===== config.mk =====
export PLATFORM = sky130hd
export DESIGN_NAME = peer_replay_window_check
export DESIGN_NICKNAME = d
export VERILOG_FILES = /design/src/prwc_pkg.sv /design/src/prwc_ctrl.sv /design/src/prwc_datapath.sv /design/src/peer_replay_window_check.sv
export SDC_FILE = /design/constraint.sdc
export NUM_CORES = 1
export LEC_CHECK = 0
export BUFFER_PORTS_ARGS = -buffer_cell sky130_fd_sc_hd__buf_2
export CORE_ASPECT_RATIO = 1.1
export CORE_MARGIN = 4
export CORE_UTILIZATION = 65
export CTS_CLUSTER_DIAMETER = 150
export DETAILED_ROUTE_END_ITERATION = 16
export PLACE_DENSITY = 0.82
export SETUP_SLACK_MARGIN = 0.02
export SLEW_MARGIN = 20
export SYNTH_ARGS = -nofsm -noshare
export SYNTH_HDL_FRONTEND = slang
export SYNTH_HIERARCHICAL = 1
export SYNTH_SLANG_ARGS = --single-unit

===== constraint.sdc =====
create_clock -name clk -period 21.9 [get_ports clk]
set_input_delay 2.19 -clock clk [delete_from_list [all_inputs] [get_ports clk]]
set_output_delay 2.19 -clock clk [all_outputs]
set_load 0.02 [all_outputs]

===== src/prwc_pkg.sv =====
// Package for the peer replay window check: sizes, payload words and the
// command and status structs between controller and datapath.
// Depends on nothing; every other file of the block imports it.
package prwc_pkg;

    localparam int PEER_SLOTS  = 8;
    localparam int WINDOW_BITS = 31;

    localparam int SLOT_W = (PEER_SLOTS > 1) ? $clog2(PEER_SLOTS) : 1;
    localparam int CNT_W  = $clog2(PEER_SLOTS + 1);
    localparam int SH_W   = (WINDOW_BITS > 1) ? $clog2(WINDOW_BITS) : 1;
    localparam int FLAG_W = WINDOW_BITS + 1;

    typedef struct packed {
        logic [63:0] peer_node_id;
        logic [31:0] message_id;
        logic        over_stream_link;
    } msg_t;

    typedef struct packed {
        logic       is_duplicate;
        logic [2:0] peer_slot;
        logic       new_peer;
    } result_t;

    typedef struct packed {
        logic load;
        logic scan_next;
        logic hit_take;
        logic alloc;
        logic update;
        logic emit_stream;
    } ctrl_cmd_t;

    typedef struct packed {
        logic stream;
        logic scan_hit;
        logic scan_last;
    } ctrl_stat_t;

endpackage


===== src/prwc_ctrl.sv =====
// Controller of the peer replay window check: sequences the recency scan,
// slot allocation and window update of one word, and lets a stream-link word pass.
// Depends on prwc_pkg.
module prwc_ctrl (
    input  logic                 clk,
    input  logic                 rst_n,
    input  logic                 start,
    input  prwc_pkg::ctrl_stat_t stat,
    output prwc_pkg::ctrl_cmd_t  cmd,
    output logic                 busy,
    output logic                 done
);
    import prwc_pkg::*;

    typedef enum logic [1:0] {
        IDLE,
        SCAN,
        ALLOC,
        UPDATE
    } state_t;

    state_t state_reg;
    state_t state_next;
    logic   done_reg;
    logic   done_next;

    always_comb
    begin
        state_next = state_reg;
        done_next  = 1'b0;
        cmd        = '0;
        unique case (state_reg)
            IDLE:
            begin
                if (start)
                begin
                    cmd.load   = 1'b1;
                    state_next = SCAN;
                end
            end
            SCAN:
            begin
                if (stat.stream)
                begin
                    cmd.emit_stream = 1'b1;
                    done_next       = 1'b1;
                    state_next      = IDLE;
                end
                else if (stat.scan_hit)
                begin
                    cmd.hit_take = 1'b1;
                    state_next   = UPDATE;
                end
                else if (stat.scan_last)
                begin
                    state_next = ALLOC;
                end
                else
                begin
                    cmd.scan_next = 1'b1;
                end
            end
            ALLOC:
            begin
                cmd.alloc  = 1'b1;
                state_next = UPDATE;
            end
            UPDATE:
            begin
                cmd.update = 1'b1;
                done_next  = 1'b1;
                state_next = IDLE;
            end
            default:
            begin
                state_next = IDLE;
            end
        endcase
    end

    always_ff @(posedge clk or negedge rst_n)
    begin
        if (!rst_n)
        begin
            state_reg <= IDLE;
            done_reg  <= 1'b0;
        end
        else
        begin
            state_reg <= state_next;
            done_reg  <= done_next;
        end
    end

    assign busy = (state_reg != IDLE);
    assign done = done_reg;

endmodule


===== src/prwc_datapath.sv =====
// Datapath of the peer replay window check: slot tables, recency order,
// lookup compare, allocation and the sliding window update.
// Depends on prwc_pkg.
module prwc_datapath (
    input  logic                 clk,
    input  logic                 rst_n,
    input  prwc_pkg::msg_t       message,
    input  prwc_pkg::ctrl_cmd_t  cmd,
    output prwc_pkg::ctrl_stat_t stat,
    output prwc_pkg::result_t    result
);
    import prwc_pkg::*;

    logic [63:0]       node_id_reg [PEER_SLOTS];
    logic [31:0]       highest_reg [PEER_SLOTS];
    logic [FLAG_W-1:0] flags_reg   [PEER_SLOTS];
    logic [SLOT_W-1:0] order_reg   [PEER_SLOTS];

    logic [CNT_W-1:0]  in_use_reg;
    logic [CNT_W-1:0]  in_use_next;

    msg_t              msg_reg;
    logic [SLOT_W-1:0] pos_reg;
    logic [SLOT_W-1:0] slot_reg;
    logic              fresh_reg;
    result_t           res_reg;

    logic [SLOT_W-1:0]      scan_slot;
    logic                   table_full;
    logic [SLOT_W-1:0]      alloc_pos;
    logic [SLOT_W-1:0]      alloc_slot;

    logic                   synced;
    logic [WINDOW_BITS-1:0] win;
    logic [31:0]            delta;
    logic [31:0]            lag;
    logic [31:0]            delta_m1;
    logic [31:0]            lag_m1;
    logic [WINDOW_BITS:0]   ext_shift;
    logic [WINDOW_BITS-1:0] old_bit;
    logic [WINDOW_BITS-1:0] win_new;
    logic                   set_highest;
    logic                   write_flags;
    logic                   dup;

    assign scan_slot  = order_reg[pos_reg];
    assign table_full = (in_use_reg == CNT_W'(PEER_SLOTS));
    assign alloc_pos  = table_full ? SLOT_W'(PEER_SLOTS - 1) : in_use_reg[SLOT_W-1:0];
    assign alloc_slot = table_full ? order_reg[PEER_SLOTS - 1] : in_use_reg[SLOT_W-1:0];

    assign stat.stream    = msg_reg.over_stream_link;
    assign stat.scan_hit  = (CNT_W'(pos_reg) < in_use_reg)
                            && (node_id_reg[scan_slot] == msg_reg.peer_node_id);
    assign stat.scan_last = ((CNT_W'(pos_reg) + CNT_W'(1)) >= in_use_reg);

    assign synced    = fresh_reg ? 1'b0 : flags_reg[slot_reg][WINDOW_BITS];
    assign win       = flags_reg[slot_reg][WINDOW_BITS-1:0];
    assign delta     = msg_reg.message_id - highest_reg[slot_reg];
    assign lag       = 32'd0 - delta;
    assign delta_m1  = delta - 32'd1;
    assign lag_m1    = lag - 32'd1;
    assign ext_shift = {win, 1'b1} << delta_m1[SH_W-1:0];
    assign old_bit   = WINDOW_BITS'(1) << lag_m1[SH_W-1:0];

    always_comb
    begin
        win_new     = '0;
        set_highest = 1'b0;
        write_flags = 1'b1;
        dup         = 1'b0;
        if (!synced)
        begin
            set_highest = 1'b1;
        end
        else if (delta == 32'd0)
        begin
            dup         = 1'b1;
            write_flags = 1'b0;
        end
        else if (!delta[31])
        begin
            set_highest = 1'b1;
            if (delta < 32'(WINDOW_BITS))
            begin
                win_new = ext_shift[WINDOW_BITS-1:0];
            end
        end
        else if (lag <= 32'(WINDOW_BITS))
        begin
            if ((win & old_bit) != '0)
            begin
                dup         = 1'b1;
                write_flags = 1'b0;
            end
            else
            begin
                win_new = win | old_bit;
            end
        end
        else
        begin
            set_highest = 1'b1;
        end
    end

    always_comb
    begin
        in_use_next = in_use_reg;
        if (cmd.alloc && !table_full)
        begin
            in_use_next = in_use_reg + CNT_W'(1);
        end
    end

    always_ff @(posedge clk or negedge rst_n)
    begin
        if (!rst_n)
        begin
            in_use_reg <= '0;
        end
        else
        begin
            in_use_reg <= in_use_next;
        end
    end

    always_ff @(posedge clk)
    begin
        if (cmd.load)
        begin
            msg_reg <= message;
            pos_reg <= '0;
        end
        if (cmd.scan_next)
        begin
            pos_reg <= pos_reg + SLOT_W'(1);
        end
        if (cmd.hit_take)
        begin
            slot_reg  <= scan_slot;
            fresh_reg <= 1'b0;
        end
        if (cmd.alloc)
        begin
            pos_reg                 <= alloc_pos;
            slot_reg                <= alloc_slot;
            fresh_reg               <= 1'b1;
            node_id_reg[alloc_slot] <= msg_reg.peer_node_id;
        end
        if (cmd.update)
        begin
            if (set_highest)
            begin
                highest_reg[slot_reg] <= msg_reg.message_id;
            end
            if (write_flags)
            begin
                flags_reg[slot_reg] <= {1'b1, win_new};
            end
            for (int k = 1; k < PEER_SLOTS; k++)
            begin
                if (SLOT_W'(k) <= pos_reg)
                begin
                    order_reg[k] <= order_reg[k - 1];
                end
            end
            order_reg[0]         <= slot_reg;
            res_reg.is_duplicate <= dup;
            res_reg.peer_slot    <= 3'(slot_reg);
            res_reg.new_peer     <= fresh_reg;
        end
        if (cmd.emit_stream)
        begin
            res_reg <= '0;
        end
    end

    assign result = res_reg;

endmodule


===== src/peer_replay_window_check.sv =====
// Top level of the peer replay window check: joins the controller and the
// datapath and carries the port checks.
// Depends on prwc_pkg, prwc_ctrl and prwc_datapath.
//
//  channel   handshake             payload
//  message   start, busy           message (msg_t)
//  result    done (one cycle)      result (result_t)
//
// A word is taken at an edge with start high and busy low; busy stays high
// until its result is shown, and the next word may be taken in that cycle.
// A stream-link word skips the scan; any other is scanned in recency order,
// one slot per cycle, until its peer is found or the slots in use run out,
// then gets a slot (the least recent one when the table is full) and its window update.
// Reset empties the slot table at once; the result has no back-pressure.
module peer_replay_window_check (
    input  logic              clk,
    input  logic              rst_n,
    input  logic              start,
    input  prwc_pkg::msg_t    message,
    output logic              busy,
    output logic              done,
    output prwc_pkg::result_t result
);
    import prwc_pkg::*;

    ctrl_cmd_t  cmd;
    ctrl_stat_t stat;

    prwc_ctrl u_ctrl (
        .clk   (clk),
        .rst_n (rst_n),
        .start (start),
        .stat  (stat),
        .cmd   (cmd),
        .busy  (busy),
        .done  (done)
    );

    prwc_datapath u_datapath (
        .clk     (clk),
        .rst_n   (rst_n),
        .message (message),
        .cmd     (cmd),
        .stat    (stat),
        .result  (result)
    );

    a_done_when_idle: assert property (@(posedge clk) disable iff (!rst_n)
        done |-> !busy)
        else $error("result shown while busy");

    a_accept_busy: assert property (@(posedge clk) disable iff (!rst_n)
        (start && !busy) |=> (busy && !done))
        else $error("accepted word did not raise busy");

    a_single_strobe: assert property (@(posedge clk) disable iff (!rst_n)
        done |=> !done)
        else $error("result strobe longer than one cycle");

    a_fresh_not_dup: assert property (@(posedge clk) disable iff (!rst_n)
        (done && result.new_peer) |-> !result.is_duplicate)
        else $error("fresh peer reported as duplicate");

endmodule


==> results of run 1 <==
[stage by stage]
| stage | std cells | utilization (%) |
|---|---|---|
| after floorplan | 3379 | - |
| after global placement | 4368 | 67.8 |
| after detailed placement | 4368 | 67.8 |
| after CTS | 4566 | 72.5 |
| after global routing | 4575 | 72.7 |
| final | 4575 | 72.7 |
[cell usage after synthesis, drive strengths merged (7+ instances only)]
library cell	count
nor4	21
and3	72
a31oi	84
nor2b	10
xnor2	52
mux2i	82
a21o	15
o21a	7
or2	7
dfrtp	7
nor2	101
mux2	36
o211ai	19
or3	15
o21ai	82
inv	24
edfxtp	1143
and2	17
a21oi	82
nand4	28
ha	48
o22ai	34
clkbuf	141
mux4	145
nand2b	14
nand3	152
dfxtp	12
xor2	43
buf	51
a211oi	11
nand2	621
nor3	30
a311oi	69
[routing by layer]
layer	global-route usage [%]	wire, microns	vias to the layer above	part of all wire, %
met5	0	19	-	0.016
met4	10.8	4820	2	4.1
met3	4.31	9630	296	8.2
met2	47.8	59100	1715	50
met1	39.4	44300	15300	38
li1	-	-	13300	-
[power groups by stage]
stage	Combinational (uW)	Clock, uW	Sequential, uW
floorplan	3030	0	2790
global placement	4000	0	2860
detailed placement	4080	0	2880
CTS	4120	1890	2830
global route	4520	1990	2850
finish	4220	1870	2830
[how the worst max path moves through the flow]
| stage | to |
|---|---|
| after floorplan | u_datapath/flags_reg[0][0] |
| after global placement | u_datapath/flags_reg[0][6] |
| after detailed placement | u_datapath/flags_reg[0][6] |
| after CTS | u_datapath/flags_reg[0][6] |
| after global routing | u_datapath/flags_reg[0][6] |
| final | u_datapath/flags_reg[0][6] |
[kinds of logic after synthesis]
kind of cell | Yosys count | share of synthesized area [%]
compound gates | 475 | 6.68
xor+xnor | 95 | 1.68
fa+ha+maj | 49 | 1.24
buf+inv | 217 | 1.73
flops | 1162 | 69.5
mux | 263 | 8.99
simple gates | 1118 | 10.2
[final cells by class]
class / count / area [sq um]
Multi-Input combinational cell: 2000 / 14600
Inverter: 25 / 93.8
Fill cell: 4583 / 20800
Tap cell: 1026 / 1280
Antenna cell: 3 / 7.51
Clock buffer: 134 / 2850
Clock inverter: 64 / 689
Sequential cell: 1162 / 34700
Timing Repair Buffer: 161 / 1030
[worst reg2reg max path, stage by stage, from the launching register on]
cell,delay (ns)
dfxtp_4,0.93
buf_4,0.82
mux4_2,0.61
mux2_2,0.28
ha_1,0.23
fa_1,0.57
ha_1,0.66
nor2b_1,0.62
mux2i_1,0.22
mux2_2,0.33
mux2i_1,0.19
o32ai_1,0.14
and3_1,0.21
a221oi_1,0.21
o32ai_1,0.13
a2111oi_1,0.71
o211ai_1,0.19
or4_4,0.69
o21ai_0,0.77
==> metrics, run 1 <==
H-Tree Depth=3; most frequent cells in the layout=1143 x edfxtp_1, 621 x nand2_1, 152 x nand3_1; Detail Route Antenna Nets=0; MaxCap Viol Count=0; critical path depth=18; Syn Inst Count=3379; clock tree buffer depth=3; unrepaired setup endpoints after global routing=no; Netlist cell types=98; detailed-route via count=30.6k; peak clock frequency supported by timing=0.113 GHz; Layout area overhead=10.7%; largest net degree at the start of global routing=116; # IOs=107; post-synthesis sequential area ratio=69.5%; top cells by area, synth=edfxtp_1 69%, mux4_2 6.5%, nand2_1 4.7%; CP max-delay cell=dfxtp_4; hold_sp=u_datapath/order_reg[6][0]; Largest delay share family, worst path=compound AO/OA/AOI/OAI gates; top fanout value on the critical path=43; DP Worst Slack=12.98 ns; HPWL after DPL=68.3 mm; clock power share=20.9%; commonest non-fill, non-tap cell in the layout=edfxtp_1; DR DRC count=0; Slew @ Worst Pin=1.17 ns; CP Capture Type=register; WP data arrival=9.18 ns; vias in the first global route=30.8k; status=finished clean; Clock Sink Count=1162; CTS tree=built; Reg2Reg Setup Slack=13.07 ns; Worst EP required=22.25 ns; number of synthesized register bits=1162; Final setup viols=0; root buffer cell=clkbuf_16; pwr dens=161 nW/um^2; Routability Congestion=0.958; final WL=118 mm; Leak Pwr=0.0182 uW; antenna violations before repair=4; EDFF count, synth=1143; Sequential Power Share=31.8%; cells on worst reg2reg path=18; Pint=5180 uW; Hold Path Stages=0; CTS Buf Count=108; Hold Crit Endpoint=u_datapath/order_reg[7][0]; dominant synthesized flop cell=edfxtp_1; Cell Chain, Critical Path=buf_4 > mux4_2 > mux2_2 > ha_1 > fa_1 > ha_1 > nor2b_1 > mux2i_1 > mux2_2 > mux2i_1 > o32ai_1 > and3_1 > a221oi_1 > o32ai_1 > a2111oi_1 > o211ai_1 > or4_4 > o21ai_0; Power Total=8920 uW; logic gate share of total power=47.3%; Net Sw Frac=42.0%; Setup Skew=0.0296 ns; core region area=76100 sq um; die height=299 microns; hold slack=0.448 ns; post-cts sizing count=0; share of cells above drive strength 1=16.3%; first-pass GRT wire length=181 mm; die area=81400 sq um; asr flop ratio synth=0.602%; Max stage delay on crit path=0.93 ns; postcts setup bufs=0; DP Area=51600 sq um; row cnt=106; period utilization=40.3%; Vias per Instance=6.69; warnings from Yosys=6; Nets=3607; max_slew headroom=21.6%; Bufs and invs on worst path=1; setup TNS=0 ns; Peak supply drop=162 uV; Final min period=8.83 ns; r2r endpoint=u_datapath/flags_reg[0][6]; Mapped Area=50000 sq um; DRT iter0 DRCs=3779; DRT Pass-1 Iters=8; syn_nets=3528; critical path startpoint category=register; Synth top area share=68.7%; Reg clk slew, reported paths=0.06 ns; Sw Pwr=3740 uW; final instance area=55300 sq um; drt wl/cell=25.8 microns; final max-slew violation count=0; Post-CTS Hold Buffers=0; GRT Util Overall=28.8%; I/O Buffers=106; Synth area leader=edfxtp_1; clk_lat worst skew=0.68 ns; Starting Density=65.6%; final setup margin=13.07 ns; max FFs per register=512; die width=272 microns; Setup Crit Path Kind=register to register; syn avg cell area=14.8 sq um; worst hold path type=register to register; Final Hold Fails=0; total grt overflow=0
Power figures use the tool's default switching activity.
==> run 2, diff against run 1 <==
--- a/config.mk
+++ b/config.mk
@@ -8,10 +8,10 @@
 export BUFFER_PORTS_ARGS = -buffer_cell sky130_fd_sc_hd__buf_2
 export CORE_ASPECT_RATIO = 1.1
 export CORE_MARGIN = 4
-export CORE_UTILIZATION = 65
+export CORE_UTILIZATION = 57
 export CTS_CLUSTER_DIAMETER = 150
 export DETAILED_ROUTE_END_ITERATION = 16
-export PLACE_DENSITY = 0.82
+export PLACE_DENSITY = 0.76
 export SETUP_SLACK_MARGIN = 0.02
 export SLEW_MARGIN = 20
 export SYNTH_ARGS = -nofsm -noshare
==> constraint.sdc (replaced) <==
create_clock -name clk -period 7.7 [get_ports clk]
set_input_delay 0.77 -clock clk [delete_from_list [all_inputs] [get_ports clk]]
set_output_delay 0.77 -clock clk [all_outputs]
set_load 0.02 [all_outputs]
==> run 2 against run 1 <==
Effect of this change:
- worst hold slack got worse by 0.21 ns
- flip-flop and latch count unchanged
- final cell count increased by 3.4%
- count of clock-buffer cells in the layout decreased by 2
- maximum frequency increased by 27%
- combinational power increased to 2.9 times the previous value
- die area increased by 14%
- setup slack got worse by 12 ns
- cell area increased by 1.3%
- sequential power increased to 2.8 times the previous value
- utilization decreased by 8.0 points
- via count decreased by 1.8%
==> metrics, run 2 (synthesized netlist as in run 1, its figures left out) <==
WP data arrival=7.36 ns (-1.82 ns); share of cells above drive strength 1=16.9% (+0.62 points); HPWL after DPL=67.1 mm (-1.8%); Clock Sink Count=1162 (unchanged); Peak supply drop=429 uV (+160%); fill count=5947 (+30%); antenna violations before repair=3 (-1); Setup Skew=0.0191 ns (-0.0104 ns); DR DRC count=0 (unchanged); cells on worst reg2reg path=15 (-3); period utilization=90.4% (+50 points); Cells after DPL=4519 (+3.5%); row cnt=113 (+6.6%); largest net degree at the start of global routing=129 (+11%); die height=319 microns (+6.6%); Final setup viols=0 (unchanged); max_slew headroom=28.3% (+6.7 points); Layout area overhead=12.2%; pwr dens=458 nW/um^2 (+180%); # IOs=107 (unchanged); vias in the first global route=29.6k (-3.7%); Vias per Instance=6.35 (-5.0%); die area=92500 sq um (+14%); H-Tree Depth=3 (unchanged); Leak Pwr=0.0185 uW (+1.5%); clk_lat worst skew=0.70 ns (+0.02 ns); Final min period=6.96 ns (-1.86 ns); postcts setup bufs=0 (unchanged); Setup Crit Path Kind=register to register; CTS tree=built; first-pass GRT wire length=176 mm (-2.7%); I/O Buffers=106 (unchanged); Hold Path Stages=1 (+1); Routability Congestion=0.985 (+2.8%); MaxCap Viol Count=0 (unchanged); status=finished clean; Starting Density=57.7% (-8.0 points); CP Capture Type=register; core region area=86700 sq um (+14%); post-cts sizing count=0 (unchanged); GRT Util Overall=24.5% (-4.3 points); final WL=115 mm (-2.3%); commonest non-fill, non-tap cell in the layout=edfxtp_1; final max-slew violation count=0 (unchanged); top fanout value on the critical path=47 (+9.3%); CTS Buf Count=109 (+0.93%); Reg clk slew, reported paths=0.06 ns (about the same); fin cells=4729 (+3.4%); root buffer cell=clkbuf_16; Final Hold Fails=0 (unchanged); Detail Route Antenna Nets=0 (unchanged); Power Total=25700 uW (+190%); peak clock frequency supported by timing=0.144 GHz (+27%); detailed-route via count=30.0k (-1.8%); most frequent cells in the layout=1143 x edfxtp_1, 621 x nand2_1, 152 x nand3_1; max FFs per register=512 (unchanged); Slew @ Worst Pin=1.08 ns (-0.0924 ns); critical path startpoint category=register; total grt overflow=0 (unchanged); die width=290 microns (+6.6%); Post-CTS Hold Buffers=1 (+1); unrepaired setup endpoints after global routing=no; Nets=3631 (+0.67%); clock tree buffer depth=3 (unchanged); DRT Pass-1 Iters=6 (-2); DRT iter0 DRCs=3473 (-8.1%); Worst EP required=8.10 ns (-14.15 ns); worst hold path type=input port to register; drt wl/cell=24.4 microns (-5.5%); setup TNS=0 ns (unchanged)
-- run 2: final timing paths --
check                                            from                         end  slack (ns)
max in group asynchronous                       rst_n  asynchronous set/reset pin        6.99
setup reg to reg                             register  u_datapath/flags_reg[5][2]        0.74
hold reg to reg            u_datapath/order_reg[4][2]  u_datapath/order_reg[5][2]        0.44
hold / removal                            message[58]      u_datapath/msg_reg[58]        0.24
min in group asynchronous                       rst_n                 u_ctrl/done        0.48
setup / recovery                             register  u_datapath/flags_reg[5][2]        0.74
-- run 2: layer usage --
layer	track usage, %	vias to the layer above	wire (microns)
met2	39.4	1365	55600
met4	8.06	0	3220
met1	34.7	15100	47400
li1	-	13300	-
met5	0	-	0
met3	3.98	246	9030
-- run 2: area by class of cell --
cell class	count	area (sq um)	area share (%)
Timing Repair Buffer	184	1310	2.33
Antenna cell	3	7.51	0.0134
Multi-Input combinational cell	2000	14700	26.1
Clock buffer	132	2890	5.15
Inverter	25	93.8	0.167
Tap cell	1150	1440	2.57
Clock inverter	73	916	1.63
Sequential cell	1162	34700	62.0
-- run 2: metrics by stage --
| step | area, sq um | utilization (%) | hold slack (ns) | setup WS, ns |
|---|---|---|---|---|
| 2_1_floorplan | 50100 | - | 0.421 | 0.102 |
| 3_3_place_gp | 52100 | 60.1 | 0.428 | 1.02 |
| 3_5_place_dp | 52200 | 60.3 | 0.430 | 0.862 |
| 4_1_cts | 56000 | 64.6 | 0.202 | 0.800 |
| 5_1_grt | 56100 | 64.7 | 0.224 | 0.265 |
| 6_report | 56100 | 64.7 | 0.241 | 0.736 |
-- run 2: report_power, final --
group,leakage (uW),switching (uW),internal [uW]
logic,0.00645,7790,4280
registers,0.0102,466,7560
clock network,0.00182,2320,3260
-- run 2: worst max-delay path, cell delays in order (launching register included) --
cell,delay [ns]
dfxtp_4,0.56
buf_12,0.38
mux4_2,0.54
mux2i_1,0.23
ha_1,0.35
o2111ai_1,0.27
a2111o_1,0.53
a31oi_1,0.36
xnor2_1,0.22
o2111ai_1,0.22
nor4_1,0.74
nand3_1,0.13
or4_1,0.62
nor2_2,0.38
nand2_1,0.42
o22ai_1,0.66
